`config.mk`:
```
export PLATFORM = sky130hd
export DESIGN_NAME = bmpg_ram
export DESIGN_NICKNAME = d
export VERILOG_FILES = /design/src/sv/bmpg_ram.sv
export SDC_FILE = /design/constraint.sdc
export NUM_CORES = 2
export LEC_CHECK = 0
export ABC_AREA = 1
export BUFFER_PORTS_ARGS = -buffer_cell sky130_fd_sc_hd__buf_4
export CORE_MARGIN = 2
export CORE_UTILIZATION = 55
export CTS_CLUSTER_SIZE = 40
export DETAILED_ROUTE_END_ITERATION = 7
export PLACE_DENSITY = 0.73
export SKIP_CTS_REPAIR_TIMING = 1
export SYNTH_ARGS = -nofsm -noshare
export SYNTH_HDL_FRONTEND = slang
export SYNTH_SLANG_ARGS = --single-unit
```
`constraint.sdc`:
```
create_clock -name i_clk -period 1.69 [get_ports i_clk]
set_input_delay 0.338 -clock i_clk [delete_from_list [all_inputs] [get_ports i_clk]]
set_output_delay 0.338 -clock i_clk [all_outputs]
set_load 0.005 [all_outputs]
```
`src/sv/bmpg_ram.sv`:
```
module bmpg_ram #(
    parameter int WIDTH = 8,
    parameter int DEPTH = 256
) (
    input  logic                     i_clk,
    input  logic                     i_we,
    input  logic [$clog2(DEPTH)-1:0] i_waddr,
    input  logic [WIDTH-1:0]         i_wdata,
    input  logic [$clog2(DEPTH)-1:0] i_raddr,
    output logic [WIDTH-1:0]         o_rdata
);

    logic [WIDTH-1:0] r_mem [DEPTH];

    always_ff @(posedge i_clk) begin
        if (i_we) begin
            r_mem[i_waddr] <= i_wdata;
        end
        o_rdata <= r_mem[i_raddr];
    end

endmodule

```
==> summary.md <==
| Metric | Value |
|---|---|
| Headroom to the max-slew limit | `0.628` |
| Largest family of logic cells by synthesized area | `simple AND/OR/NAND/NOR gates` |
| Failing checks | `negative setup slack` |
| Synth top area cells | `edfxtp_1, nand3_1, nand2_1` |
| Worst setup SP type | `flip-flop` |
| TritonCTS buffer count | `196` |
| Grt ovf | `0` |
| Final WS setup | `-14.9 ps` |
| Area growth, synth to finish | `19.8%` |
| Outcome | `finished with violations` |
| Wire per inst | `23.8 um` |
| All-Layer GR Usage | `0.294` |
| Total of max-cap violations | `0` |
| DRC viols | `0` |
| Syn avg cell area | `11.9 um2` |
| Later-pin clock latency in the skew report | `830 ps` |
| Largest net degree at the start of global routing | `84` |
| Initial antenna violation count | `7` |
| Fin. Hold Viols | `0` |
| CP required | `2400 ps` |
| FMAX | `587 MHz` |
| Area of the mapped netlist | `83400 um2` |
| RSZ-0062 raised after global routing | `true` |
| Clk_skew | `43.8 ps` |
| Synth Area in Simple Gates | `0.229` |
| Post-synth top area share | `0.737` |
| Chip Width | `393 um` |
| Crit path max fanout | `1` |
| Worst slew pin tran | `558 ps` |
| Tcrit/Tclk final | `1.01` |
| # placed instances | `9347` |
| Share of layout cells above drive strength 1 | `0.170` |
| FP Rows | `142` |
| Final wirelength | `231000 um` |
| Max-slew violation count | `0` |
| Post-synth top cells | `nand2_1, edfxtp_1, nand3_1, nor2_1, buf_2` |
| NumNets Final | `7569` |
| Sequential area share after synthesis | `0.739` |
| Non-Filler Instances | `9723` |
| Synthesized flop and latch total | `2056` |
| Crit path kind | `flip-flop to flip-flop` |
| Post-DP HPWL | `146000 um` |
| Via count | `58683` |
| WHS | `203 ps` |
| Total power | `0.107 W` |
| Yosys top cell by area | `edfxtp_1` |
| First-pass GRT wire length | `345000 um` |
| Crit path time final | `1700 ps` |
| Yosys warnings | `0` |
| Die height | `393 um` |
| First drt pass iteration count | `6` |
| CTS tree | `done` |
| Routability cong. | `0.945` |
| DRT antenna net count | `0` |
| Synthesized instance count | `7003` |
| Core ar. | `150000 um2` |
| Io pins | `34` |
| CP Capture Type | `flip-flop` |
| WP data arrival | `2420 ps` |
| Post-synth EDFFs | `2048` |
| LEAKAGE | `36.1 nW` |
| Worst Hold Class | `input port to flip-flop` |
| CTS sink cnt | `2056` |
| H-tree depth reported by CTS | `4` |
| Number of port buffers | `33` |
| Initial core utilization | `0.555` |
| Mux contribution to synthesized area | `0` |
| CTS clk-pin slew, worst paths | `60 ps` |
| Fill cells | `10158` |
| Fraction of the mapped netlist area in adder cells | `0` |
| CTS max path bufs | `3` |
| Post-synthesis xor/xnor area fraction | `0` |
| Die ar. | `155000 um2` |
| Distinct cells, synth | `14` |
| Count leader, synth | `nand2_1` |
| Final setup viols | `1` |
| Dominant synthesized flop cell | `edfxtp_1` |
| Asr flop ratio synth | `0` |
| Number of global-route vias before repair | `56400` |
| Post-synthesis compound-gate area fraction | `0` |
| Syn nets | `7029` |
| Peak supply drop | `1020 uV` |
| Detail-routed via count per cell | `6.04` |
| Power Density | `1080 nW/um2` |
| CTS root buf | `clkbuf_16` |
| DR iter-0 viols | `8420` |
-- layer usage --
metal / GRT usage / share of wire
met1: 0.403 / 0.38
met2: 0.465 / 0.47
met3: 0.0591 / 0.11
met4: 0.117 / 0.038
met5: 0 / 0.00010
-- where the power goes --
part	total, W	leakage, nW	switching, W	internal [W]
Sequential	0.0563	18.5	0.0000804	0.0562
Combinational	0.00775	14.5	0.00523	0.00252
Clock	0.0434	3.11	0.0186	0.0248
Total	0.107	36.1	0.0240	0.0835
-- metrics by stage --
stage	utilization	setup slack [ps]	cell area (um2)	setup TNS, ps
after CTS	0.660	-318	99100	-2080
after global placement	0.618	-1060	92700	-254980
after global routing	0.665	-21.6	99900	-84.8
after detailed placement	0.618	-1080	92700	-298520
after floorplan	-	-131	83700	-69840
final	0.665	-14.9	99900	-14.9
-- area by class of cell --
| class | count | area, um2 | area share |
|---|---|---|---|
| flip-flops and latches | 2056 | 61700 | 0.618 |
| multi-input cells | 4425 | 20000 | 0.200 |
| repair buffers | 825 | 9190 | 0.0920 |
| clock buffers | 247 | 5300 | 0.0531 |
| well taps | 2016 | 2520 | 0.0253 |
| clock inverters | 112 | 1030 | 0.0104 |
| inverters | 39 | 180 | 0.00180 |
| diodes | 3 | 7.51 | 0.0000752 |
-- worst max-delay path, cell delays in order (launching register included) --
cell	delay (ps)
edfxtp_1	380
nand2_1	90
nand3_1	110
nand3_2	130
nand3_2	130
nand3_1	110
nand3_1	100
nand3_1	100
buf_4	120
nand2_1	90
nand2_2	150
nand2_1	80
-- cell usage in the layout (no fill, tap or decap), types with 2 or more instances in the layout --
cell / Yosys / routed
clkbuf_8: 0 / 8
bufinv_16: 0 / 17
inv_6: 0 / 6
nand3_1: 2019 / 1924
nand3_2: 0 / 90
nand3_4: 0 / 5
dlygate4sd3_1: 0 / 9
clkbuf_16: 0 / 204
nand2_2: 0 / 8
dfxtp_2: 0 / 2
clkinv_2: 0 / 41
buf_4: 46 / 571
clkbuf_1: 112 / 37
inv_1: 36 / 34
nor2_4: 0 / 10
nor2_1: 283 / 193
diode_2: 0 / 3
inv_8: 0 / 2
dfxtp_4: 0 / 6
clkinvlp_4: 0 / 6
nand2_1: 2123 / 2114
nor2_2: 0 / 80
buf_12: 0 / 217
clkinv_1: 0 / 38
edfxtp_1: 2048 / 2048
clkinv_8: 0 / 3
buf_6: 16 / 10
buf_16: 0 / 5
buf_8: 1 / 11
-- path summary, 6_finish.rpt --
| path | depth (start not counted) | startpoint | slack [ps] | end |
|---|---|---|---|---|
| setup / recovery | 11 | r_mem[0][4] | -10 | o_rdata[4] |
| hold / removal | 7 | i_raddr[6] | 200 | o_rdata[7] |
| setup reg to reg | 11 | r_mem[0][4] | -10 | o_rdata[4] |
| hold reg to reg | 10 | r_mem[224][5] | 1000 | o_rdata[5] |
-- flip-flops by register name, indices dropped and copies added, names as in the netlist --
register	cells
o_rdata	8
r_mem	2048
-- cells by family after synthesis --
group / Yosys count
buffers and inverters: 522
AND/OR/NAND/NOR: 4425
flip-flops: 2056
No activity file was read; power rests on OpenSTA's default activity.
