<file path="config.mk">
export PLATFORM = sky130hd
export DESIGN_NAME = bmpg_fifo
export DESIGN_NICKNAME = d
export VERILOG_FILES = /design/src/sv/bmpg_pkg.sv /design/src/sv/bmpg_fifo.sv
export SDC_FILE = /design/constraint.sdc
export NUM_CORES = 1
export LEC_CHECK = 0
export BUFFER_PORTS_ARGS = -buffer_cell sky130_fd_sc_hd__buf_2
export CAP_MARGIN = 5
export CORE_MARGIN = 2
export CORE_UTILIZATION = 60
export DETAILED_ROUTE_END_ITERATION = 6
export GPL_TIMING_DRIVEN = 0
export HOLD_SLACK_MARGIN = 0.06
export PLACE_DENSITY = 0.8
export SLEW_MARGIN = 20
export SYNTH_ARGS = -nofsm -noshare
export SYNTH_HDL_FRONTEND = slang
export SYNTH_SLANG_ARGS = --single-unit
</file>
<file path="constraint.sdc">
create_clock -name i_clk -period 7.54 [get_ports i_clk]
set_input_delay 0.377 -clock i_clk [delete_from_list [all_inputs] [get_ports i_clk]]
set_output_delay 0.377 -clock i_clk [all_outputs]
set_load 0.005 [all_outputs]
</file>
<file path="src/sv/bmpg_pkg.sv">
package bmpg_pkg;

    localparam int MAX_WIDTH       = 1024;
    localparam int MAX_HEIGHT      = 1024;
    localparam int PALETTE_ENTRIES = 256;
    localparam int PAL_AW          = 8;
    localparam int FIFO_DEPTH      = 8;
    localparam int FIFO_AW         = 3;
    localparam int FIFO_CW         = 4;
    // room kept free for two items in flight plus the one being accepted
    localparam logic [FIFO_CW-1:0] FIFO_ADMIT = FIFO_CW'(FIFO_DEPTH - 6);

    localparam logic [15:0] BMP_MAGIC   = 16'h4D42;
    localparam logic [31:0] HDR_LEN     = 32'd54;
    localparam logic [31:0] FILE_HDR    = 32'd14;
    localparam logic [31:0] DIB_MIN     = 32'd40;
    localparam logic [5:0]  HDR_LASTPOS = 6'd53;

    localparam logic CFG_WIDTH  = 1'b0;
    localparam logic CFG_HEIGHT = 1'b1;

    typedef enum logic [1:0] {
        KIND_PIXEL = 2'd0,
        KIND_DONE  = 2'd1,
        KIND_ERROR = 2'd2
    } t_kind;

    typedef enum logic [3:0] {
        ERR_NONE         = 4'd0,
        ERR_SHORT_HDR    = 4'd1,
        ERR_MAGIC        = 4'd2,
        ERR_BAD_DIB      = 4'd3,
        ERR_UNSUPPORTED  = 4'd4,
        ERR_PAL_LARGE    = 4'd5,
        ERR_PAL_OVERLAP  = 4'd6,
        ERR_PAL_SHORT    = 4'd7,
        ERR_SIZE         = 4'd8,
        ERR_RASTER_SHORT = 4'd9,
        ERR_DISPLAY      = 4'd10
    } t_err;

    typedef struct packed {
        logic [7:0] data_byte;
        logic       last_byte;
    } t_in;

    typedef struct packed {
        t_kind       kind;
        logic [7:0]  pixel_pair;
        logic [18:0] byte_address;
        t_err        error_code;
        logic        final_res;
    } t_res;

    typedef struct packed {
        logic [10:0] display_width;
        logic [10:0] display_height;
    } t_cfg;

    // parser record for one accepted byte
    typedef struct packed {
        logic        valid;
        logic        pix;
        logic        odd;
        logic        is8;
        logic [23:0] rgb;
        logic [18:0] addr;
        logic        ev;
        t_kind       ev_kind;
        t_err        ev_code;
    } t_rec;

    typedef struct packed {
        logic we0;
        logic we1;
        t_res d0;
        t_res d1;
    } t_push;

    function automatic logic [7:0] luma(input logic [7:0] r, input logic [7:0] g,
                                        input logic [7:0] b);
        logic [15:0] s;
        s = 16'(16'd77 * 16'(r) + 16'd150 * 16'(g) + 16'd29 * 16'(b));
        return s[15:8];
    endfunction

    // (y*15+127)/255 via reciprocal multiply by 257
    function automatic logic [3:0] gray4(input logic [7:0] y);
        logic [11:0] v;
        logic [19:0] p;
        v = 12'(12'd15 * 12'(y) + 12'd128);
        p = 20'(20'(v) * 20'd257);
        return p[19:16];
    endfunction

endpackage

</file>
<file path="src/sv/bmpg_fifo.sv">
module bmpg_fifo (
    input  logic                          i_clk,
    input  logic                          i_rst_n,
    input  bmpg_pkg::t_push               i_push,
    output logic                          o_valid,
    input  logic                          i_ready,
    output bmpg_pkg::t_res                o_data,
    output logic [bmpg_pkg::FIFO_CW-1:0]  o_count
);
    import bmpg_pkg::*;

    t_res               r_mem [FIFO_DEPTH];
    logic [FIFO_AW-1:0] r_wp, r_rp;
    logic [FIFO_CW-1:0] r_cnt;
    logic               pop;
    logic [1:0]         npush;

    assign o_valid = (r_cnt != '0);
    assign o_data  = r_mem[r_rp];
    assign o_count = r_cnt;
    assign pop     = o_valid && i_ready;
    assign npush   = 2'(i_push.we0) + 2'(i_push.we1);

    // store up to two results a cycle
    always_ff @(posedge i_clk) begin
        if (i_push.we0) r_mem[r_wp] <= i_push.d0;
        if (i_push.we1) r_mem[FIFO_AW'(r_wp + 1'b1)] <= i_push.d1;
    end

    // advance pointers and count
    always_ff @(posedge i_clk) begin
        if (!i_rst_n) begin
            r_wp  <= '0;
            r_rp  <= '0;
            r_cnt <= '0;
        end else begin
            r_wp  <= FIFO_AW'(r_wp + FIFO_AW'(npush));
            r_rp  <= FIFO_AW'(r_rp + FIFO_AW'(pop));
            r_cnt <= FIFO_CW'(r_cnt + FIFO_CW'(npush) - FIFO_CW'(pop));
        end
    end

endmodule

</file>
==> impl_metrics.env <==
export IMPL_outcome="complete, no violations"
export IMPL_die_w_um=158
export IMPL_wl_um=33300
export IMPL_cap_viol_max_count=0
export IMPL_vias=7974
export IMPL_setup_tns_ns=0
export IMPL_ys_flop_type="edfxtp_1"
export IMPL_cts_made_buffers=29
export IMPL_finalMaxSlewViolations=0
export IMPL_critical_path_required_ns=7.16
export IMPL_synth_top_area_share_pct=57.5
export IMPL_fmax_mhz=293
export IMPL_antenna_left=0
export IMPL_hold_buffers=0
export IMPL_period_needed_ns=3.41
export IMPL_final_area_um2=16600
export IMPL_final_common_cell="mux2_2"
export IMPL_synth_cells=771
export IMPL_tightestPinTransition_ns=0.851
export IMPL_cp_end_kind="output pin"
export IMPL_grt_pass1_vias=8514
export IMPL_nNetsFinal=1016
export IMPL_path_clk_slew_ns=0.06
export IMPL_arrival_ns=3.03
export IMPL_port_buffers=111
export IMPL_hold_path_depth=3
export IMPL_cp_slowest_cell="buf_1"
export IMPL_leakagePower_uw=0.00561
export IMPL_cts_resized=0
export IMPL_post_route_period_util_pct=45.2
export IMPL_ir_drop_mv=0.172
export IMPL_root_buffer="clkbuf_16"
export IMPL_die_y_um=158
export IMPL_min_path_type="input port to flip-flop"
export IMPL_clock_latency_ns=0.53
export IMPL_setup_viol=0
export IMPL_core_um2=23300
export IMPL_via_per_inst=6.25
export IMPL_dp_hpwl_um=22000
export IMPL_io_pins=112
export IMPL_critPathMostFrequentCell="buf_2"
export IMPL_synth_area_um2=14200
export IMPL_postCtsSetupRepairBufs=0
export IMPL_cp_max_fo=10
export IMPL_setup_ws_ns=4.13
export IMPL_place_gp_congestion=0.771
export IMPL_htree_levels=1
export IMPL_synthArstFlopShare_pct=0
export IMPL_ys_seq_elements=282
export IMPL_dieArea_um2=24900
export IMPL_synth_top_cells_by_area="edfxtp_1, mux2_2, mux4_2"
export IMPL_row_count=56
export IMPL_placed_area_um2=15700
export IMPL_antenna_found_initial=4
export IMPL_powerDensity_nw_per_um2=273
export IMPL_holdWs_ns=0.124
export IMPL_grt_pass1_wl_um=50100
export IMPL_cts_sinks=282
export IMPL_critical_path_top_delay_family="buffers and inverters"
export IMPL_tritoncts="built"
export IMPL_cp_num_buf_inv=4
export IMPL_worstSetupPathType="flip-flop to output pin"
export IMPL_layout_common_cells="mux2_2, edfxtp_1, buf_2, mux4_2, clkbuf_16"
export IMPL_start_kind="flip-flop"
export IMPL_synth_nets=855
export IMPL_areaGrowthSynthToFinish_pct=16.8
export IMPL_drtIter0Drc=659
export IMPL_synth_top_cell_by_area="edfxtp_1"
export IMPL_cts_max_path_buffers=3
export IMPL_pre_cts_ws_ns=4.61
export IMPL_rsz0062_at_grt="no"
export IMPL_crit_cells=6
export IMPL_grt_start_max_net_pins=18
export IMPL_grt_usage_pct=27.5
export IMPL_ys_seq_area_share_pct=58.9
export IMPL_slowest_delay_ns=0.64
export IMPL_start_util_pct=60.9
export IMPL_yosysWarnings=0
export IMPL_layout_drive_gt1_share_pct=62.2
export IMPL_hold_violations=0
export IMPL_drc_errors=0
export IMPL_synth_edf_count=272
export IMPL_first_pass_iters=4
export IMPL_detail_route_wl_per_cell_um=26.1
export IMPL_r2r_cells=7
export IMPL_slew_headroom_pct=43.2
export IMPL_ys_types=36
export IMPL_grt_ovfl_total=0
export IMPL_path_cells="clkbuf_1 -> buf_2 -> buf_1 -> mux4_2 -> mux2_2 -> buf_2"
export IMPL_fin_skew_ns=0.00763
export IMPL_r2r_setup_slack_ns=4.59
export IMPL_avgSynthCellArea_um2=18.4
registers in the layout, summed over array words and instances (netlist names):
signal and flops:
r_rp 3, o_count 4, r_mem 272, r_wp 3
logic make-up after synthesis:
kind of cell             after synthesis  share of synthesized area (%)
buffers and inverters                 53                           2.28
XOR/XNOR                               6                          0.634
AND/OR/NAND/NOR                       33                           1.50
multiplexers                         376                           35.2
AO/OA/AOI/OAI                         10                          0.475
adder cells (fa/ha/maj)               11                           1.07
flip-flops                           282                           58.9
through the flow:
stage,utilization [%],power [uW],cells
final,71.2,4540,1275
after global routing,71.1,4700,1274
after CTS,71.1,4560,1272
after detailed placement,67.1,3160,1220
after global placement,65.0,3060,1201
after floorplan,-,2720,771
report_power, final:
group	switching [uW]	leakage [uW]	internal, uW
Combinational	566	0.00258	584
Sequential	43.3	0.00258	1930
Clock	572	0.000457	841
Yosys cell counts, types with 2 or more instances:
cell      number
and2_1         8
buf_2         19
buf_4          3
buf_6         12
clkbuf_1      12
dfxtp_1       10
edfxtp_1     272
fa_1           2
ha_1           9
inv_1          6
mux2_1         4
mux2_2       302
mux2i_1        2
mux4_2        68
nand2_1        7
nand2b_1       5
nor2_2         4
nor3_4         2
o21ai_0        2
o21bai_1       2
o22ai_1        2
o32ai_1        2
xor2_1         3
cell type report:
class                           instances  area [um^2]
Antenna cell                            3         7.51
Buffer                                 47          302
Clock buffer                           37          756
Clock inverter                         15          174
Fill cell                            1494         6730
Inverter                                6         22.5
Multi-Input combinational cell        436         5630
Sequential cell                       282         8370
Tap cell                              319          399
Timing Repair Buffer                  130          943
worst register-to-register path, delay by kind of cell (launching register included):
kind / cells / cell delay, ns
buffers and inverters: 3 / 0.85
AND/OR/NAND/NOR: 1 / 0.53
flip-flops: 1 / 0.39
adder cells (fa/ha/maj): 1 / 0.38
AO/OA/AOI/OAI: 1 / 0.30
XOR/XNOR: 1 / 0.20
worst paths after layout:
path	from	end
max	r_rp[2]	o_data[22]
min	i_rst_n	r_rp[0]
max reg2reg	r_wp[1]	r_mem[3][17]
min reg2reg	r_rp[1]	r_rp[1]
layer usage:
metal	GRT usage [%]	vias to the layer above	routed length, um
li1	-	3468	-
met1	33.9	4146	12500
met2	50.5	302	18100
met3	3.94	58	1900
met4	8.18	0	784
met5	0	-	0
No activity file was read; power rests on OpenSTA's default activity.
