==> src/sv/bmpg_pkg.sv <==
package bmpg_pkg;

    localparam int MAX_WIDTH       = 1024;
    localparam int MAX_HEIGHT      = 1024;
    localparam int PALETTE_ENTRIES = 256;
    localparam int PAL_AW          = 8;
    localparam int FIFO_DEPTH      = 8;
    localparam int FIFO_AW         = 3;
    localparam int FIFO_CW         = 4;
    // room kept free for two items in flight plus the one being accepted
    localparam logic [FIFO_CW-1:0] FIFO_ADMIT = FIFO_CW'(FIFO_DEPTH - 6);

    localparam logic [15:0] BMP_MAGIC   = 16'h4D42;
    localparam logic [31:0] HDR_LEN     = 32'd54;
    localparam logic [31:0] FILE_HDR    = 32'd14;
    localparam logic [31:0] DIB_MIN     = 32'd40;
    localparam logic [5:0]  HDR_LASTPOS = 6'd53;

    localparam logic CFG_WIDTH  = 1'b0;
    localparam logic CFG_HEIGHT = 1'b1;

    typedef enum logic [1:0] {
        KIND_PIXEL = 2'd0,
        KIND_DONE  = 2'd1,
        KIND_ERROR = 2'd2
    } t_kind;

    typedef enum logic [3:0] {
        ERR_NONE         = 4'd0,
        ERR_SHORT_HDR    = 4'd1,
        ERR_MAGIC        = 4'd2,
        ERR_BAD_DIB      = 4'd3,
        ERR_UNSUPPORTED  = 4'd4,
        ERR_PAL_LARGE    = 4'd5,
        ERR_PAL_OVERLAP  = 4'd6,
        ERR_PAL_SHORT    = 4'd7,
        ERR_SIZE         = 4'd8,
        ERR_RASTER_SHORT = 4'd9,
        ERR_DISPLAY      = 4'd10
    } t_err;

    typedef struct packed {
        logic [7:0] data_byte;
        logic       last_byte;
    } t_in;

    typedef struct packed {
        t_kind       kind;
        logic [7:0]  pixel_pair;
        logic [18:0] byte_address;
        t_err        error_code;
        logic        final_res;
    } t_res;

    typedef struct packed {
        logic [10:0] display_width;
        logic [10:0] display_height;
    } t_cfg;

    // parser record for one accepted byte
    typedef struct packed {
        logic        valid;
        logic        pix;
        logic        odd;
        logic        is8;
        logic [23:0] rgb;
        logic [18:0] addr;
        logic        ev;
        t_kind       ev_kind;
        t_err        ev_code;
    } t_rec;

    typedef struct packed {
        logic we0;
        logic we1;
        t_res d0;
        t_res d1;
    } t_push;

    function automatic logic [7:0] luma(input logic [7:0] r, input logic [7:0] g,
                                        input logic [7:0] b);
        logic [15:0] s;
        s = 16'(16'd77 * 16'(r) + 16'd150 * 16'(g) + 16'd29 * 16'(b));
        return s[15:8];
    endfunction

    // (y*15+127)/255 via reciprocal multiply by 257
    function automatic logic [3:0] gray4(input logic [7:0] y);
        logic [11:0] v;
        logic [19:0] p;
        v = 12'(12'd15 * 12'(y) + 12'd128);
        p = 20'(20'(v) * 20'd257);
        return p[19:16];
    endfunction

endpackage

==> src/sv/bmpg_gray.sv <==
module bmpg_gray (
    input  logic            i_clk,
    input  logic            i_rst_n,
    input  bmpg_pkg::t_rec  i_rec,
    input  logic [23:0]     i_pal_rgb,
    output bmpg_pkg::t_push o_push
);
    import bmpg_pkg::*;

    typedef struct packed {
        logic        valid;
        logic        pix;
        logic        odd;
        logic [18:0] addr;
        logic        ev;
        t_kind       ev_kind;
        t_err        ev_code;
        logic [7:0]  y;
    } t_s2;

    t_s2         r_s2;
    logic [3:0]  r_pend;
    logic [23:0] rgb;
    logic [3:0]  g4;
    logic        emit;
    t_res        res_pix, res_ev;

    assign rgb = i_rec.is8 ? i_pal_rgb : i_rec.rgb;

    // luminance stage
    always_ff @(posedge i_clk) begin
        if (!i_rst_n) begin
            r_s2.valid <= 1'b0;
        end else begin
            r_s2.valid   <= i_rec.valid;
            r_s2.pix     <= i_rec.pix;
            r_s2.odd     <= i_rec.odd;
            r_s2.addr    <= i_rec.addr;
            r_s2.ev      <= i_rec.ev;
            r_s2.ev_kind <= i_rec.ev_kind;
            r_s2.ev_code <= i_rec.ev_code;
            r_s2.y       <= luma(rgb[23:16], rgb[15:8], rgb[7:0]);
        end
    end

    // gray level, pairing and result assembly
    always_comb begin
        g4   = gray4(r_s2.y);
        emit = r_s2.valid && r_s2.pix && r_s2.odd;
        res_pix.kind         = KIND_PIXEL;
        res_pix.pixel_pair   = {r_pend, g4};
        res_pix.byte_address = r_s2.addr;
        res_pix.error_code   = ERR_NONE;
        res_pix.final_res    = !r_s2.ev;
        res_ev.kind          = r_s2.ev_kind;
        res_ev.pixel_pair    = 8'd0;
        res_ev.byte_address  = 19'd0;
        res_ev.error_code    = r_s2.ev_code;
        res_ev.final_res     = 1'b1;
        o_push.we0 = emit || (r_s2.valid && r_s2.ev);
        o_push.we1 = emit && r_s2.ev;
        o_push.d0  = emit ? res_pix : res_ev;
        o_push.d1  = res_ev;
    end

    // hold the left pixel of each pair
    always_ff @(posedge i_clk) begin
        if (!i_rst_n) begin
            r_pend <= 4'd0;
        end else if (r_s2.valid && r_s2.pix && !r_s2.odd) begin
            r_pend <= g4;
        end
    end

endmodule

==> config.mk <==
export PLATFORM = sky130hd
export DESIGN_NAME = bmpg_gray
export DESIGN_NICKNAME = d
export VERILOG_FILES = /design/src/sv/bmpg_pkg.sv /design/src/sv/bmpg_gray.sv
export SDC_FILE = /design/constraint.sdc
export NUM_CORES = 1
export LEC_CHECK = 0
export BUFFER_PORTS_ARGS = -buffer_cell sky130_fd_sc_hd__buf_2
export CORE_ASPECT_RATIO = 0.5
export CORE_MARGIN = 3
export CORE_UTILIZATION = 55
export DETAILED_ROUTE_END_ITERATION = 8
export GPL_TIMING_DRIVEN = 0
export HOLD_SLACK_MARGIN = 0.03
export PLACE_DENSITY_LB_ADDON = 0.15
export SLEW_MARGIN = 25
export SYNTH_ARGS = -nofsm -noshare
export SYNTH_HDL_FRONTEND = slang
export SYNTH_SLANG_ARGS = --single-unit
==> constraint.sdc <==
create_clock -name i_clk -period 14.86 [get_ports i_clk]
set_input_delay 0.743 -clock i_clk [delete_from_list [all_inputs] [get_ports i_clk]]
set_output_delay 0.743 -clock i_clk [all_outputs]
set_load 0.005 [all_outputs]
==> run metrics <==
port buffer count between 100 and 150; RSZ-0062 raised after global routing no; final-layout fill cell count around 840; largest net degree at the start of global routing 43; die area 12700 sq um; H-tree levels 2; Synth Cell Area just over 6000 sq um; XOR/XNOR share of the synthesized area under 10%; Hold Path Class reg2reg; crit-path cells clkbuf_1, clkbuf_1, mux2i_1, inv_1, ha_1, ha_1, inv_1, fa_1, fa_1, inv_1, ha_1, xnor2_1, fa_1, fa_1, inv_1, fa_1, fa_1, inv_1, ha_1, o21ai_0, a21oi_1, a21o_1, a311oi_1, xnor2_1; largest family of logic cells by synthesized area adder cells; FMAX roughly 130 MHz; root buffer cell clkbuf_16; cts bufs inserted 5; clk_skew around 0.0035 ns; Synth Area in Adders between 40 and 50%; max-slew violation count 0; Avg Vias per Cell approximately 5; Final Hold Viols 0; Routability Congestion 0.854; CP max FO 10; most frequent cells in the layout buf_2 (121), ha_1 (116), inv_1 (111); row count 26; arrival time of the worst setup path 7.91 ns; # diodes 0; max-cap viol count 0; Hold-fix buffers, CTS 0; Worst-path clk slew 0.06 ns; Clock Path Buffers 2; Post-Syn Instances 601; Worst path top cell family by delay adder cells; Slew HR 42.2%; final setup violation count 0; Initial Util slightly below 60%; CP dominant cell by count fa_1; sequential fraction of the synthesis area 18.9%; drc violations 0; Clk Latency, worst-skew pair about 0.28 ns; setup slack, reg-to-reg between 9 and 10 ns; ANT nets after route 0; wire per inst around 14 um; CP bufs+invs 7; Setup Total Neg Slack 0 ns; most common cell after layout, fill and taps aside buf_2; outcome complete, no violations; post-synthesis simple-gate area fraction a little under a tenth; EDFF count, synth 36; Worst-Margin Slew 0.868 ns; CP Launch Type input pin; drt total wl ~12000 um; reg2reg end r_pend[2]; highest cell delay on the worst timing path slightly below 0.7 ns; Hold Startpoint r_pend[3]; Via Count 4465; DR iter-0 viols roughly 170; Core Region between 10000 and 15000 sq um; global-route usage over all layers 19.8%; vias in the first global route ~4500; multiplexer share of the synthesized area 4.56%; Crit-path slowest cell clkbuf_1; area of the multi-input gates 4440 sq um; distinct cell type count after synthesis 53; CTS sink count 41; CTS tree done; worst reg2reg path depth 17; Worst Hold Endpoint r_pend[3]; Synth Area per Inst ~10 sq um; Setup Buffers After CTS 0; final period utilization between 50% and 60%; WP data required 14.89 ns; hold depth 2; Worst Path Class, Setup in2reg; area occupied by registers ~1200 sq um; worst r2r src r_s2[2]; initial antenna violation count 0; Post-synth ARST share 0%; Yosys warnings 0; crit end category register; Resized cells post-CTS 0; io pins 150; Seq cells post-synth 41; HPWL Detailed ~11000 um; Synth Area in Compound Gates 7.47%; Area growth syn-to-layout 16.7%; Die W 157 um; top_reg_cell synth edfxtp_1; fraction of layout cells with a size suffix above 1 24.9%; fin crit period roughly 7.9 ns; drt first pass iters 4; Layout Nets between 1000 and 1500; chip height approximately 80 um; GRT overflow 0; first-pass GRT wire length 20500 um
## cells by family after synthesis
group           after synthesis
fa+ha+maj                   184
buf+inv                     153
simple gates                105
compound gates               69
flops                        41
mux                          26
xor+xnor                     21
other cells                   2
## worst reg2reg max path, cell delays in order, from the launching register on
cell,delay [ns]
edfxtp_1,0.50
fa_1,0.58
fa_1,0.43
ha_1,0.30
ha_1,0.24
fa_1,0.46
a21oi_1,0.18
o2111ai_1,0.19
o31ai_1,0.28
xnor2_1,0.25
ha_1,0.32
ha_1,0.31
ha_1,0.29
nand4_1,0.08
o21a_1,0.19
or4_4,0.51
or3_1,0.34
a31oi_1,0.16
## synthesized netlist by cell type, types with 6 or more instances
master / n / share of area [%]
edfxtp_1: 36 / 17
mux2_2: 19 / 3.4
inv_1: 111 / 6.7
nand3_1: 9 / 0.72
clkbuf_1: 6 / 0.36
xnor2_1: 16 / 2.2
o21ai_0: 12 / 0.96
mux2i_1: 7 / 1.1
nand2_1: 15 / 0.90
a21oi_1: 18 / 1.4
and2_1: 32 / 3.2
ha_1: 116 / 23
nand2b_1: 6 / 0.60
fa_1: 68 / 22
nor2_1: 15 / 0.90
buf_4: 34 / 4.1
## per-stage QoR
step                hold WS, ns  std cells  instance area [sq um]  setup WS, ns  utilization, %
CTS                       0.472        895                   7270          6.96            68.6
global route              0.479        895                   7270          6.53            68.6
floorplan                 0.444        627                   6330          7.36               -
global placement          0.460        887                   7110          6.71            67.0
finish                    0.467        895                   7270          6.98            68.6
detailed placement        0.458        887                   7110          6.66            67.0
## area by class of cell
cell class / instances / share of cell area, %
Buffer: 42 / 4.04
Tap cell: 140 / 2.41
Clock inverter: 3 / 0.568
Inverter: 111 / 5.73
Timing Repair Buffer: 120 / 8.26
Clock buffer: 5 / 1.72
Multi-Input combinational cell: 433 / 61.0
Sequential cell: 41 / 16.2
## how the worst max path moves through the flow
| stage | start | to | slack [ns] | cells past startpoint |
|---|---|---|---|---|
| 6_report | i_rec[50] | r_s2[6] | 6.98 | 24 |
| 5_1_grt | i_rec[50] | r_s2[6] | 6.53 | 24 |
| 4_1_cts | i_rec[50] | r_s2[6] | 6.96 | 24 |
| 3_5_place_dp | i_rec[50] | r_s2[6] | 6.66 | 24 |
| 3_3_place_gp | i_rec[50] | r_s2[6] | 6.71 | 24 |
| 2_1_floorplan | i_rec[50] | r_s2[6] | 7.36 | 24 |
## per-layer routing
metal | track usage, % | wire [um] | up-vias
met1 | 26.9 | 5650 | 2071
met4 | 2.88 | 96 | 0
li1 | - | - | 2263
met5 | 0 | 0 | -
met2 | 35.4 | 5960 | 124
met3 | 2.24 | 597 | 7
## state kept, by name, summed over array words and instances (netlist names)
signal / cells
r_pend: 4
o_push: 6
r_s2: 31
Power is not shown: default switching activity piles up to over one toggle a cycle in this logic, so the estimate is an artifact.
