==> src/sv/bmpg_pkg.sv <==
package bmpg_pkg;

    localparam int MAX_WIDTH       = 1024;
    localparam int MAX_HEIGHT      = 1024;
    localparam int PALETTE_ENTRIES = 256;
    localparam int PAL_AW          = 8;
    localparam int FIFO_DEPTH      = 8;
    localparam int FIFO_AW         = 3;
    localparam int FIFO_CW         = 4;
    // room kept free for two items in flight plus the one being accepted
    localparam logic [FIFO_CW-1:0] FIFO_ADMIT = FIFO_CW'(FIFO_DEPTH - 6);

    localparam logic [15:0] BMP_MAGIC   = 16'h4D42;
    localparam logic [31:0] HDR_LEN     = 32'd54;
    localparam logic [31:0] FILE_HDR    = 32'd14;
    localparam logic [31:0] DIB_MIN     = 32'd40;
    localparam logic [5:0]  HDR_LASTPOS = 6'd53;

    localparam logic CFG_WIDTH  = 1'b0;
    localparam logic CFG_HEIGHT = 1'b1;

    typedef enum logic [1:0] {
        KIND_PIXEL = 2'd0,
        KIND_DONE  = 2'd1,
        KIND_ERROR = 2'd2
    } t_kind;

    typedef enum logic [3:0] {
        ERR_NONE         = 4'd0,
        ERR_SHORT_HDR    = 4'd1,
        ERR_MAGIC        = 4'd2,
        ERR_BAD_DIB      = 4'd3,
        ERR_UNSUPPORTED  = 4'd4,
        ERR_PAL_LARGE    = 4'd5,
        ERR_PAL_OVERLAP  = 4'd6,
        ERR_PAL_SHORT    = 4'd7,
        ERR_SIZE         = 4'd8,
        ERR_RASTER_SHORT = 4'd9,
        ERR_DISPLAY      = 4'd10
    } t_err;

    typedef struct packed {
        logic [7:0] data_byte;
        logic       last_byte;
    } t_in;

    typedef struct packed {
        t_kind       kind;
        logic [7:0]  pixel_pair;
        logic [18:0] byte_address;
        t_err        error_code;
        logic        final_res;
    } t_res;

    typedef struct packed {
        logic [10:0] display_width;
        logic [10:0] display_height;
    } t_cfg;

    // parser record for one accepted byte
    typedef struct packed {
        logic        valid;
        logic        pix;
        logic        odd;
        logic        is8;
        logic [23:0] rgb;
        logic [18:0] addr;
        logic        ev;
        t_kind       ev_kind;
        t_err        ev_code;
    } t_rec;

    typedef struct packed {
        logic we0;
        logic we1;
        t_res d0;
        t_res d1;
    } t_push;

    function automatic logic [7:0] luma(input logic [7:0] r, input logic [7:0] g,
                                        input logic [7:0] b);
        logic [15:0] s;
        s = 16'(16'd77 * 16'(r) + 16'd150 * 16'(g) + 16'd29 * 16'(b));
        return s[15:8];
    endfunction

    // (y*15+127)/255 via reciprocal multiply by 257
    function automatic logic [3:0] gray4(input logic [7:0] y);
        logic [11:0] v;
        logic [19:0] p;
        v = 12'(12'd15 * 12'(y) + 12'd128);
        p = 20'(20'(v) * 20'd257);
        return p[19:16];
    endfunction

endpackage

==> src/sv/bmpg_parser.sv <==
module bmpg_parser (
    input  logic                   i_clk,
    input  logic                   i_rst_n,
    input  logic                   i_accept,
    input  bmpg_pkg::t_in          i_data,
    input  bmpg_pkg::t_cfg         i_cfg,
    output bmpg_pkg::t_rec         o_rec,
    output logic [2:0]             o_pal_we,
    output logic [7:0]             o_pal_waddr,
    output logic [7:0]             o_pal_wdata,
    output logic [7:0]             o_pal_raddr
);
    import bmpg_pkg::*;

    typedef enum logic [1:0] {PH_HEADER, PH_PRE, PH_RASTER, PH_WAIT} t_phase;

    t_phase      r_phase, n_phase;
    logic [31:0] r_pos, n_pos;
    logic [15:0] r_magic, n_magic, r_planes, n_planes, r_bpp, n_bpp;
    logic [31:0] r_offs, n_offs, r_dib, n_dib, r_iw, n_iw, r_ih, n_ih;
    logic [31:0] r_comp, n_comp, r_colors, n_colors;
    logic        r_bu, n_bu;
    logic [8:0]  r_pcount, n_pcount;
    logic [32:0] r_pal_begin, n_pal_begin;
    logic [33:0] r_pal_end, n_pal_end;
    logic [11:0] r_stride, n_stride;
    logic [10:0] r_row, n_row, r_col, n_col;
    logic [11:0] r_bir, n_bir;
    logic [1:0]  r_cpart, n_cpart;
    logic [15:0] r_pc, n_pc;
    logic [18:0] r_row_base, n_row_base;
    logic [20:0] r_base_top;
    t_rec        n_rec;

    logic [7:0]  b;
    logic [5:0]  p6;
    logic [1:0]  k4;
    logic        disp_bad, is8;
    logic [10:0] dw, dh;
    logic [18:0] half;
    logic [31:0] h_abs;
    logic        h_bu;
    logic [32:0] pb;
    logic [8:0]  n_ent;
    logic [33:0] pe;
    logic [14:0] wbits;
    logic [15:0] wround;
    logic [32:0] k_pal;
    logic [11:0] bir1;
    logic [11:0] row1;

    assign b    = i_data.data_byte;
    assign p6   = r_pos[5:0];
    assign k4   = r_pos[1:0] + 2'd2;
    assign dw   = i_cfg.display_width;
    assign dh   = i_cfg.display_height;
    assign half = {9'd0, dw[10:1]};
    assign is8  = (r_bpp == 16'd8);
    assign disp_bad = (dw == 11'd0) || dw[0] || (dw > 11'(MAX_WIDTH)) ||
                      (dh == 11'd0) || (dh > 11'(MAX_HEIGHT));

    // header derived values, used when the header completes, and the palette byte offset
    always_comb begin
        if (r_ih[31]) begin
            h_abs = ~r_ih + 32'd1;
            h_bu  = 1'b0;
        end else begin
            h_abs = r_ih;
            h_bu  = (r_ih != 32'd0);
        end
        pb     = 33'(r_dib) + 33'(FILE_HDR);
        n_ent  = (r_colors == 32'd0) ? 9'd256 : r_colors[8:0];
        pe     = 34'(pb) + 34'({n_ent, 2'b00});
        wbits  = is8 ? 15'({dw, 3'b000}) : 15'(15'({dw, 4'b0000}) + 15'({dw, 3'b000}));
        wround = 16'(16'(wbits) + 16'd31);
        k_pal  = {1'b0, r_pos} - r_pal_begin;
    end

    always_comb begin
        n_phase = r_phase;  n_pos = r_pos;  n_magic = r_magic;  n_planes = r_planes;
        n_bpp = r_bpp;  n_offs = r_offs;  n_dib = r_dib;  n_iw = r_iw;  n_ih = r_ih;
        n_comp = r_comp;  n_colors = r_colors;  n_bu = r_bu;  n_pcount = r_pcount;
        n_pal_begin = r_pal_begin;  n_pal_end = r_pal_end;  n_stride = r_stride;
        n_row = r_row;  n_col = r_col;  n_bir = r_bir;  n_cpart = r_cpart;  n_pc = r_pc;
        n_row_base = r_row_base;
        n_rec = '0;
        n_rec.valid = i_accept;
        n_rec.is8 = is8;
        n_rec.ev_kind = KIND_DONE;
        n_rec.ev_code = ERR_NONE;
        o_pal_we = 3'b000;
        o_pal_waddr = k_pal[9:2];
        o_pal_wdata = b;
        o_pal_raddr = b;
        bir1 = 12'(r_bir + 12'd1);
        row1 = 12'(12'(r_row) + 12'd1);

        if (i_accept) begin
            unique case (r_phase)
                PH_HEADER: begin
                    // capture header fields, little endian
                    if (p6 <= 6'd1)                    n_magic[8*r_pos[0] +: 8] = b;
                    if (p6 >= 6'd10 && p6 <= 6'd13)    n_offs[8*k4 +: 8] = b;
                    if (p6 >= 6'd14 && p6 <= 6'd17)    n_dib[8*k4 +: 8] = b;
                    if (p6 >= 6'd18 && p6 <= 6'd21)    n_iw[8*k4 +: 8] = b;
                    if (p6 >= 6'd22 && p6 <= 6'd25)    n_ih[8*k4 +: 8] = b;
                    if (p6 >= 6'd26 && p6 <= 6'd27)    n_planes[8*r_pos[0] +: 8] = b;
                    if (p6 >= 6'd28 && p6 <= 6'd29)    n_bpp[8*r_pos[0] +: 8] = b;
                    if (p6 >= 6'd30 && p6 <= 6'd33)    n_comp[8*k4 +: 8] = b;
                    if (p6 >= 6'd46 && p6 <= 6'd49)    n_colors[8*k4 +: 8] = b;
                    if (p6 == 6'd0 && disp_bad) begin
                        n_rec.ev = 1'b1;  n_rec.ev_kind = KIND_ERROR;
                        n_rec.ev_code = ERR_DISPLAY;  n_phase = PH_WAIT;
                    end else if (p6 == HDR_LASTPOS) begin
                        n_rec.ev_kind = KIND_ERROR;
                        n_phase = PH_WAIT;
                        n_rec.ev = 1'b1;
                        if (r_ih[31] || r_ih != 32'd0) n_bu = h_bu;
                        n_ih = h_abs;
                        priority if (disp_bad) begin
                            n_rec.ev_code = ERR_DISPLAY;
                        end else if (r_magic != BMP_MAGIC) begin
                            n_rec.ev_code = ERR_MAGIC;
                        end else if ({1'b0, r_offs} < pb || r_dib < DIB_MIN) begin
                            n_rec.ev_code = ERR_BAD_DIB;
                        end else if (r_iw[31] || r_iw == 32'd0 || r_planes != 16'd1 ||
                                     (r_bpp != 16'd8 && r_bpp != 16'd24) ||
                                     r_comp != 32'd0) begin
                            n_rec.ev_code = ERR_UNSUPPORTED;
                        end else if (is8 && r_colors > 32'(PALETTE_ENTRIES)) begin
                            n_rec.ev_code = ERR_PAL_LARGE;
                        end else if (is8 && pe > 34'(r_offs)) begin
                            n_rec.ev_code = ERR_PAL_OVERLAP;
                        end else if (r_iw != 32'(dw) || h_abs != 32'(dh)) begin
                            n_rec.ev_code = ERR_SIZE;
                        end else begin
                            n_rec.ev = 1'b0;
                            n_rec.ev_kind = KIND_DONE;
                            n_pal_begin = pb;
                            n_pal_end = is8 ? pe : 34'(pb);
                            n_pcount = is8 ? n_ent : 9'd0;
                            n_stride = 12'({wround[15:5], 2'b00});
                            n_row_base = h_bu ? r_base_top[18:0] : 19'd0;
                            n_phase = (r_offs == HDR_LEN) ? PH_RASTER : PH_PRE;
                        end
                    end
                end
                PH_PRE: begin
                    // load palette bytes blue, green, red; skip the fourth
                    if (is8 && {1'b0, r_pos} >= r_pal_begin &&
                        {2'b00, r_pos} < r_pal_end) begin
                        unique case (k_pal[1:0])
                            2'd0:    o_pal_we = 3'b001;
                            2'd1:    o_pal_we = 3'b010;
                            2'd2:    o_pal_we = 3'b100;
                            default: o_pal_we = 3'b000;
                        endcase
                    end
                    if (33'(r_pos) + 33'd1 == 33'(r_offs)) n_phase = PH_RASTER;
                end
                PH_RASTER: begin
                    if (is8) begin
                        if (r_bir < 12'(dw)) n_rec.pix = 1'b1;
                        o_pal_raddr = ({1'b0, b} >= r_pcount) ? 8'(r_pcount - 9'd1) : b;
                    end else if (r_bir < 12'(12'({dw, 1'b0}) + 12'(dw))) begin
                        unique case (r_cpart)
                            2'd0: begin
                                n_pc = {8'd0, b};  n_cpart = 2'd1;
                            end
                            2'd1: begin
                                n_pc = {b, r_pc[7:0]};  n_cpart = 2'd2;
                            end
                            default: begin
                                n_rec.pix = 1'b1;  n_cpart = 2'd0;
                            end
                        endcase
                    end
                    n_rec.rgb = {b, r_pc[15:8], r_pc[7:0]};
                    if (n_rec.pix) begin
                        n_rec.odd  = r_col[0];
                        n_rec.addr = 19'(r_row_base + 19'(r_col[10:1]));
                        n_col = 11'(r_col + 11'd1);
                    end
                    n_bir = bir1;
                    // row end: drop padding, step the row base
                    if (bir1 >= r_stride) begin
                        n_bir = 12'd0;  n_col = 11'd0;  n_cpart = 2'd0;
                        n_row = row1[10:0];
                        n_row_base = r_bu ? 19'(r_row_base - half) : 19'(r_row_base + half);
                        if (row1 >= 12'(dh)) begin
                            n_rec.ev = 1'b1;  n_rec.ev_kind = KIND_DONE;
                            n_rec.ev_code = ERR_NONE;  n_phase = PH_WAIT;
                        end
                    end
                end
                default: ;
            endcase

            if (i_data.last_byte) begin
                if (n_phase != PH_WAIT) begin
                    n_rec.ev = 1'b1;  n_rec.ev_kind = KIND_ERROR;
                    if (n_phase == PH_HEADER) n_rec.ev_code = ERR_SHORT_HDR;
                    else if (n_phase == PH_PRE && is8 &&
                             34'(r_pos) + 34'd1 < n_pal_end) n_rec.ev_code = ERR_PAL_SHORT;
                    else n_rec.ev_code = ERR_RASTER_SHORT;
                end
                // restart for the next file
                n_phase = PH_HEADER;  n_pos = '0;  n_magic = '0;  n_planes = '0;
                n_bpp = '0;  n_offs = '0;  n_dib = '0;  n_iw = '0;  n_ih = '0;
                n_comp = '0;  n_colors = '0;  n_bu = 1'b1;  n_pcount = '0;
                n_pal_begin = '0;  n_pal_end = '0;  n_stride = '0;  n_row = '0;
                n_col = '0;  n_bir = '0;  n_cpart = '0;  n_pc = '0;  n_row_base = '0;
            end else if (r_pos != 32'hFFFF_FFFF) begin
                n_pos = 32'(r_pos + 32'd1);
            end
        end
    end

    always_ff @(posedge i_clk) begin
        r_base_top <= 21'(21'(11'(dh - 11'd1)) * 21'(dw[10:1]));
        if (!i_rst_n) begin
            r_phase <= PH_HEADER;  r_pos <= '0;  r_magic <= '0;  r_planes <= '0;
            r_bpp <= '0;  r_offs <= '0;  r_dib <= '0;  r_iw <= '0;  r_ih <= '0;
            r_comp <= '0;  r_colors <= '0;  r_bu <= 1'b1;  r_pcount <= '0;
            r_pal_begin <= '0;  r_pal_end <= '0;  r_stride <= '0;  r_row <= '0;
            r_col <= '0;  r_bir <= '0;  r_cpart <= '0;  r_pc <= '0;  r_row_base <= '0;
            o_rec.valid <= 1'b0;
        end else begin
            r_phase <= n_phase;  r_pos <= n_pos;  r_magic <= n_magic;
            r_planes <= n_planes;  r_bpp <= n_bpp;  r_offs <= n_offs;  r_dib <= n_dib;
            r_iw <= n_iw;  r_ih <= n_ih;  r_comp <= n_comp;  r_colors <= n_colors;
            r_bu <= n_bu;  r_pcount <= n_pcount;  r_pal_begin <= n_pal_begin;
            r_pal_end <= n_pal_end;  r_stride <= n_stride;  r_row <= n_row;
            r_col <= n_col;  r_bir <= n_bir;  r_cpart <= n_cpart;  r_pc <= n_pc;
            r_row_base <= n_row_base;
            o_rec <= n_rec;
        end
    end

endmodule

==> config.mk <==
export PLATFORM = sky130hd
export DESIGN_NAME = bmpg_parser
export DESIGN_NICKNAME = d
export VERILOG_FILES = /design/src/sv/bmpg_pkg.sv /design/src/sv/bmpg_parser.sv
export SDC_FILE = /design/constraint.sdc
export NUM_CORES = 2
export LEC_CHECK = 0
export CORE_ASPECT_RATIO = 1.4
export CORE_MARGIN = 2
export CORE_UTILIZATION = 66
export DETAILED_ROUTE_END_ITERATION = 8
export DONT_BUFFER_PORTS = 1
export GPL_TIMING_DRIVEN = 0
export PLACE_DENSITY = 0.82
export SLEW_MARGIN = 25
export SYNTH_ARGS = -nofsm -noshare
export SYNTH_HDL_FRONTEND = slang
export SYNTH_SLANG_ARGS = --single-unit
==> constraint.sdc <==
create_clock -name i_clk -period 10.95 [get_ports i_clk]
set_input_delay 2.19 -clock i_clk [delete_from_list [all_inputs] [get_ports i_clk]]
set_output_delay 2.19 -clock i_clk [all_outputs]
set_load 0.005 [all_outputs]
==> summary.log <==
INFO  power          worst_ir_drop_vdd=487uV
INFO  global_route   antenna_found_initial=11
INFO  clocking       ctsHoldBuffers=0
INFO  sta            relSlewSlack=21.3%
INFO  status         outcome=complete, no violations
INFO  clocking       cts_num_sinks=505
INFO  final_layout   final_design_area_no_fill=40,900squm
INFO  setup_path     reg_to_reg_startpoint=r_dib[1]
INFO  logic_synthesis syn-mean-instance-area=8.00squm
INFO  power          cell_internal_power=0.00344W
INFO  die            die_area=59,600squm
INFO  logic_synthesis async_flop_share=0%
INFO  power          finalPower=0.00512W
INFO  detailed_routing postRouteAntennaNets=0
INFO  power          power.net_switching=0.00168W
INFO  min_path       hp-start=r_stride[7]
INFO  sta            finalMaxSlewViolations=0
INFO  clocking       root_buffer=sky130_fd_sc_hd__clkbuf_16
INFO  setup_path     critPathArrivalTime=10,880ps
INFO  setup_path     worstSetupEndpointType=flip-flop
INFO  logic_synthesis netlist_instances=4,755
INFO  min_path       min_to=r_stride[7]
INFO  final_layout   post_layout_nonfiller_instances=5,600
INFO  detailed_routing drc=0
INFO  placed_design  numPortBuffers=0
INFO  global_route   grt_pass1_wl=226,000um
INFO  detailed_routing vias=38,910
INFO  global_route   first_global_vias=37,049
INFO  sta            whs=453ps
INFO  logic_synthesis synthesis.area=38,100squm
INFO  sta            final_min_period_over_clock_period=96.8%
INFO  power          share_clk_of_total_power=35.2%
INFO  setup_path     setup.worst_path.class=flip-flop to flip-flop
INFO  detailed_routing vias_per_cell=6.95
INFO  logic_synthesis netlist_top_cells_count=615 x sky130_fd_sc_hd__nor2_1, 452 x sky130_fd_sc_hd__dfxtp_1, 341 x sky130_fd_sc_hd__nand2_1
INFO  sta            fmax=94.4MHz
INFO  power          pwr-share-seq=38.4%
INFO  clocking       cts_tree=built
INFO  global_route   grt_max_degree=60
INFO  sta            fin_tns_setup=0ps
INFO  die            placeableCoreArea=57,300squm
INFO  final_layout   area_growth_syn_to_layout=7.49%
INFO  power          power.density=125nW/um^2
INFO  logic_synthesis synthDominantAreaCellType=sky130_fd_sc_hd__dfxtp_1
INFO  power          comb_power_share=26.3%
INFO  sta            setup_viol=0
INFO  logic_synthesis count_of_yosys_warnings_during_synthesis=0
INFO  logic_synthesis synth_area_leaders=sky130_fd_sc_hd__dfxtp_1 24%, sky130_fd_sc_hd__ha_1 11%, sky130_fd_sc_hd__nor2_1 6.1%
INFO  sta            final_period_minus_worst_setup_slack=10,590ps
INFO  placed_design  cell_area_after_placement=39,100squm
INFO  setup_path     required=11,230ps
INFO  run            drv.max_cap_violation_count=0
INFO  die            die_h=288um
INFO  logic_synthesis edff_count_synth=53
INFO  die            initial_utilization=66.5%
INFO  power          leakagePower=16.2nW
INFO  setup_path     max_stage_delay=570ps
INFO  sta            timing_worst_slew_pin_value=1170ps
INFO  logic_synthesis primary_flip_flop_cell_chosen_by_synthesis_mapping=sky130_fd_sc_hd__dfxtp_1
INFO  detailed_routing drt_iter0_drc=5,235
INFO  detailed_routing postRouteWirelength=154,000um
INFO  global_route   globalRouteOverflowTotal=0
INFO  clocking       cts-buffers-inserted=49
INFO  placed_design  place.detailed.hpwl=117,000um
INFO  final_layout   layout-drive-gt1-share=4.33%
INFO  setup_path     worst_setup_path_start_kind=flip-flop
INFO  min_path       classification_of_the_worst_slack_hold_path=flip-flop to flip-flop
INFO  detailed_routing routedWlPerCell=27.6um
INFO  sta            final_hold_viol_count=0
INFO  clocking       max-clock-path-buffers=3
INFO  die            fp-row-count=104
INFO  logic_synthesis synth.top_cell.area_share=23.8%
INFO  clocking       cts_max_level=2
INFO  final_layout   design.final.nets=5,246
INFO  die            ioPinCount=115
INFO  logic_synthesis mappedNetlistNets=5,189
INFO  setup_path     worst_r2r_endpoint=o_rec[3]
INFO  setup_path     crit_path_top_delay_cell=sky130_fd_sc_hd__or4_1
INFO  global_route   grt.total_usage=51.2%
INFO  power          net_sw_share=32.9%
INFO  setup_path     reg2regPathDepth=39
INFO  clocking       cts.reportedPaths.clkPinSlew=70ps
INFO  die            die-width=207um
INFO  detailed_routing drtPass1Iterations=8
INFO  logic_synthesis post_synth_num_cell_types=91
INFO  min_path       min_path_cells=2
INFO  setup_path     ff2ff_setup_slack=360ps
INFO  logic_synthesis yosysSeqAreaShare=28.0%
INFO  setup_path     worst-path-max-fanout=10
INFO  sta            skew=52.8ps
INFO  placed_design  gp_congestion=1.07
INFO  logic_synthesis synth_most_common_cell=sky130_fd_sc_hd__nor2_1
INFO  setup_path     crit_path_frequent_cell=sky130_fd_sc_hd__a21o_1
INFO  clocking       clk-insertion-delay-late=640ps
INFO  placed_design  post-place-cells=5,502
INFO  logic_synthesis ys_seq_elements=505
## how the worst max path moves through the flow
stage / start / to / slack [ps] / depth (start not counted)
6_report: r_dib[1] / o_rec[3] / 360 / 39
3_5_place_dp: r_dib[1] / o_rec[3] / -1060 / 41
5_1_grt: r_dib[1] / o_rec[3] / -20 / 41
4_1_cts: r_dib[1] / o_rec[3] / 40 / 42
2_1_floorplan: r_dib[1] / o_rec[3] / 2230 / 40
3_3_place_gp: r_dib[1] / o_rec[3] / -1300 / 41
## cells in the final DEF, fill, tap and decap left out, types with 22 or more instances in the layout
master                      netlist  layout
sky130_fd_sc_hd__a221oi_1        22      22
sky130_fd_sc_hd__o31ai_1         22      22
sky130_fd_sc_hd__o21ai_0        165     164
sky130_fd_sc_hd__inv_1          291     290
sky130_fd_sc_hd__xor2_1          98      94
sky130_fd_sc_hd__nor3_1         169     166
sky130_fd_sc_hd__a32oi_1         41      41
sky130_fd_sc_hd__a211oi_1        25      23
sky130_fd_sc_hd__xnor2_1        173     169
sky130_fd_sc_hd__o22ai_1         30      30
sky130_fd_sc_hd__clkbuf_16        0      50
sky130_fd_sc_hd__a31oi_1         25      24
sky130_fd_sc_hd__nand2_1        341     341
sky130_fd_sc_hd__edfxtp_1        53      53
sky130_fd_sc_hd__nand2b_1        39      39
sky130_fd_sc_hd__nor2_1         615     615
sky130_fd_sc_hd__nor4_1          80      76
sky130_fd_sc_hd__and3_1          65      64
sky130_fd_sc_hd__or3_1           82      82
sky130_fd_sc_hd__a22oi_1         45      45
sky130_fd_sc_hd__or4_1           25      25
sky130_fd_sc_hd__clkbuf_1       246     248
sky130_fd_sc_hd__dfxtp_1        452     451
sky130_fd_sc_hd__nand4_1         97      97
sky130_fd_sc_hd__a21oi_1        338     336
sky130_fd_sc_hd__and2_1          64      64
sky130_fd_sc_hd__nand3_1        135     135
sky130_fd_sc_hd__fa_1            74      74
sky130_fd_sc_hd__nor2b_1         39      39
sky130_fd_sc_hd__ha_1           326     325
sky130_fd_sc_hd__mux2i_1        155     155
sky130_fd_sc_hd__a21o_1          83      83
## flip-flops by register name, summed over array words and instances, names as in the netlist, 12 cells and up
register / flops
r_pal_end: 34
r_bir: 12
r_pos: 32
r_comp: 32
r_offs: 32
r_ih: 32
r_base_top: 19
r_magic: 16
r_pc: 16
r_iw: 32
r_colors: 32
r_dib: 32
r_pal_begin: 33
r_row_base: 19
o_rec: 54
r_bpp: 16
r_planes: 16
## per-layer routing
| metal | global-route usage, % | vias up | wire [um] |
|---|---|---|---|
| li1 | - | 17017 | - |
| met1 | 53.6 | 18099 | 49600 |
| met2 | 78.9 | 2724 | 67800 |
| met3 | 17.2 | 1060 | 17800 |
| met4 | 50.6 | 10 | 19200 |
| met5 | 0.568 | - | 101 |
## cell families (layout without fill, tap and decap cells)
| family | Yosys count | after routing | share of synthesized area, % |
|---|---|---|---|
| compound gates | 972 | 972 | 16.3 |
| xor+xnor | 279 | 279 | 6.71 |
| fa+ha+maj | 400 | 400 | 14.6 |
| buf+inv | 580 | 677 | 6.05 |
| flops | 505 | 505 | 28.0 |
| mux | 167 | 167 | 4.43 |
| other cells | 0 | 6 | 0 |
| simple gates | 1852 | 1852 | 24.0 |
## power groups by stage
stage          Combinational, W  Clock [W]  Sequential [W]
6_report                0.00135    0.00180         0.00197
4_1_cts                 0.00132    0.00178         0.00197
3_3_place_gp            0.00128          0         0.00201
2_1_floorplan          0.000949          0         0.00199
5_1_grt                 0.00147    0.00185         0.00197
3_5_place_dp            0.00131          0         0.00201
## per-stage QoR
step / utilization, % / worst slack (ps)
2_1_floorplan: - / 2230
5_1_grt: 71.4 / -15.9
3_3_place_gp: 68.1 / -1300
4_1_cts: 71.2 / 43.9
3_5_place_dp: 68.3 / -1060
6_report: 71.5 / 356
## area by class of cell
class | count | area, sq um
diodes | 6 | 15.0
plain buffers | 288 | 1210
clock buffers | 63 | 1360
clock inverters | 28 | 289
fillers | 4632 | 16300
inverters | 291 | 1100
multi-input cells | 3670 | 25300
flip-flops and latches | 505 | 10600
well taps | 742 | 928
repair buffers | 7 | 45.0
## critical path, delay by kind of cell (launching register included)
kind / cells / cell delay (ps)
buffers and inverters: 5 / 820
flip-flops: 1 / 500
multiplexers: 1 / 120
AO/OA/AOI/OAI: 14 / 3770
adder cells (fa/ha/maj): 4 / 1240
XOR/XNOR: 2 / 530
AND/OR/NAND/NOR: 13 / 3220
## repair_timing
action,CTS,global route
endpoints found under the setup margin,3,3
resized for setup,6,11
buffers inserted,1,0
Note: power is estimated with default switching activity, not from simulation.
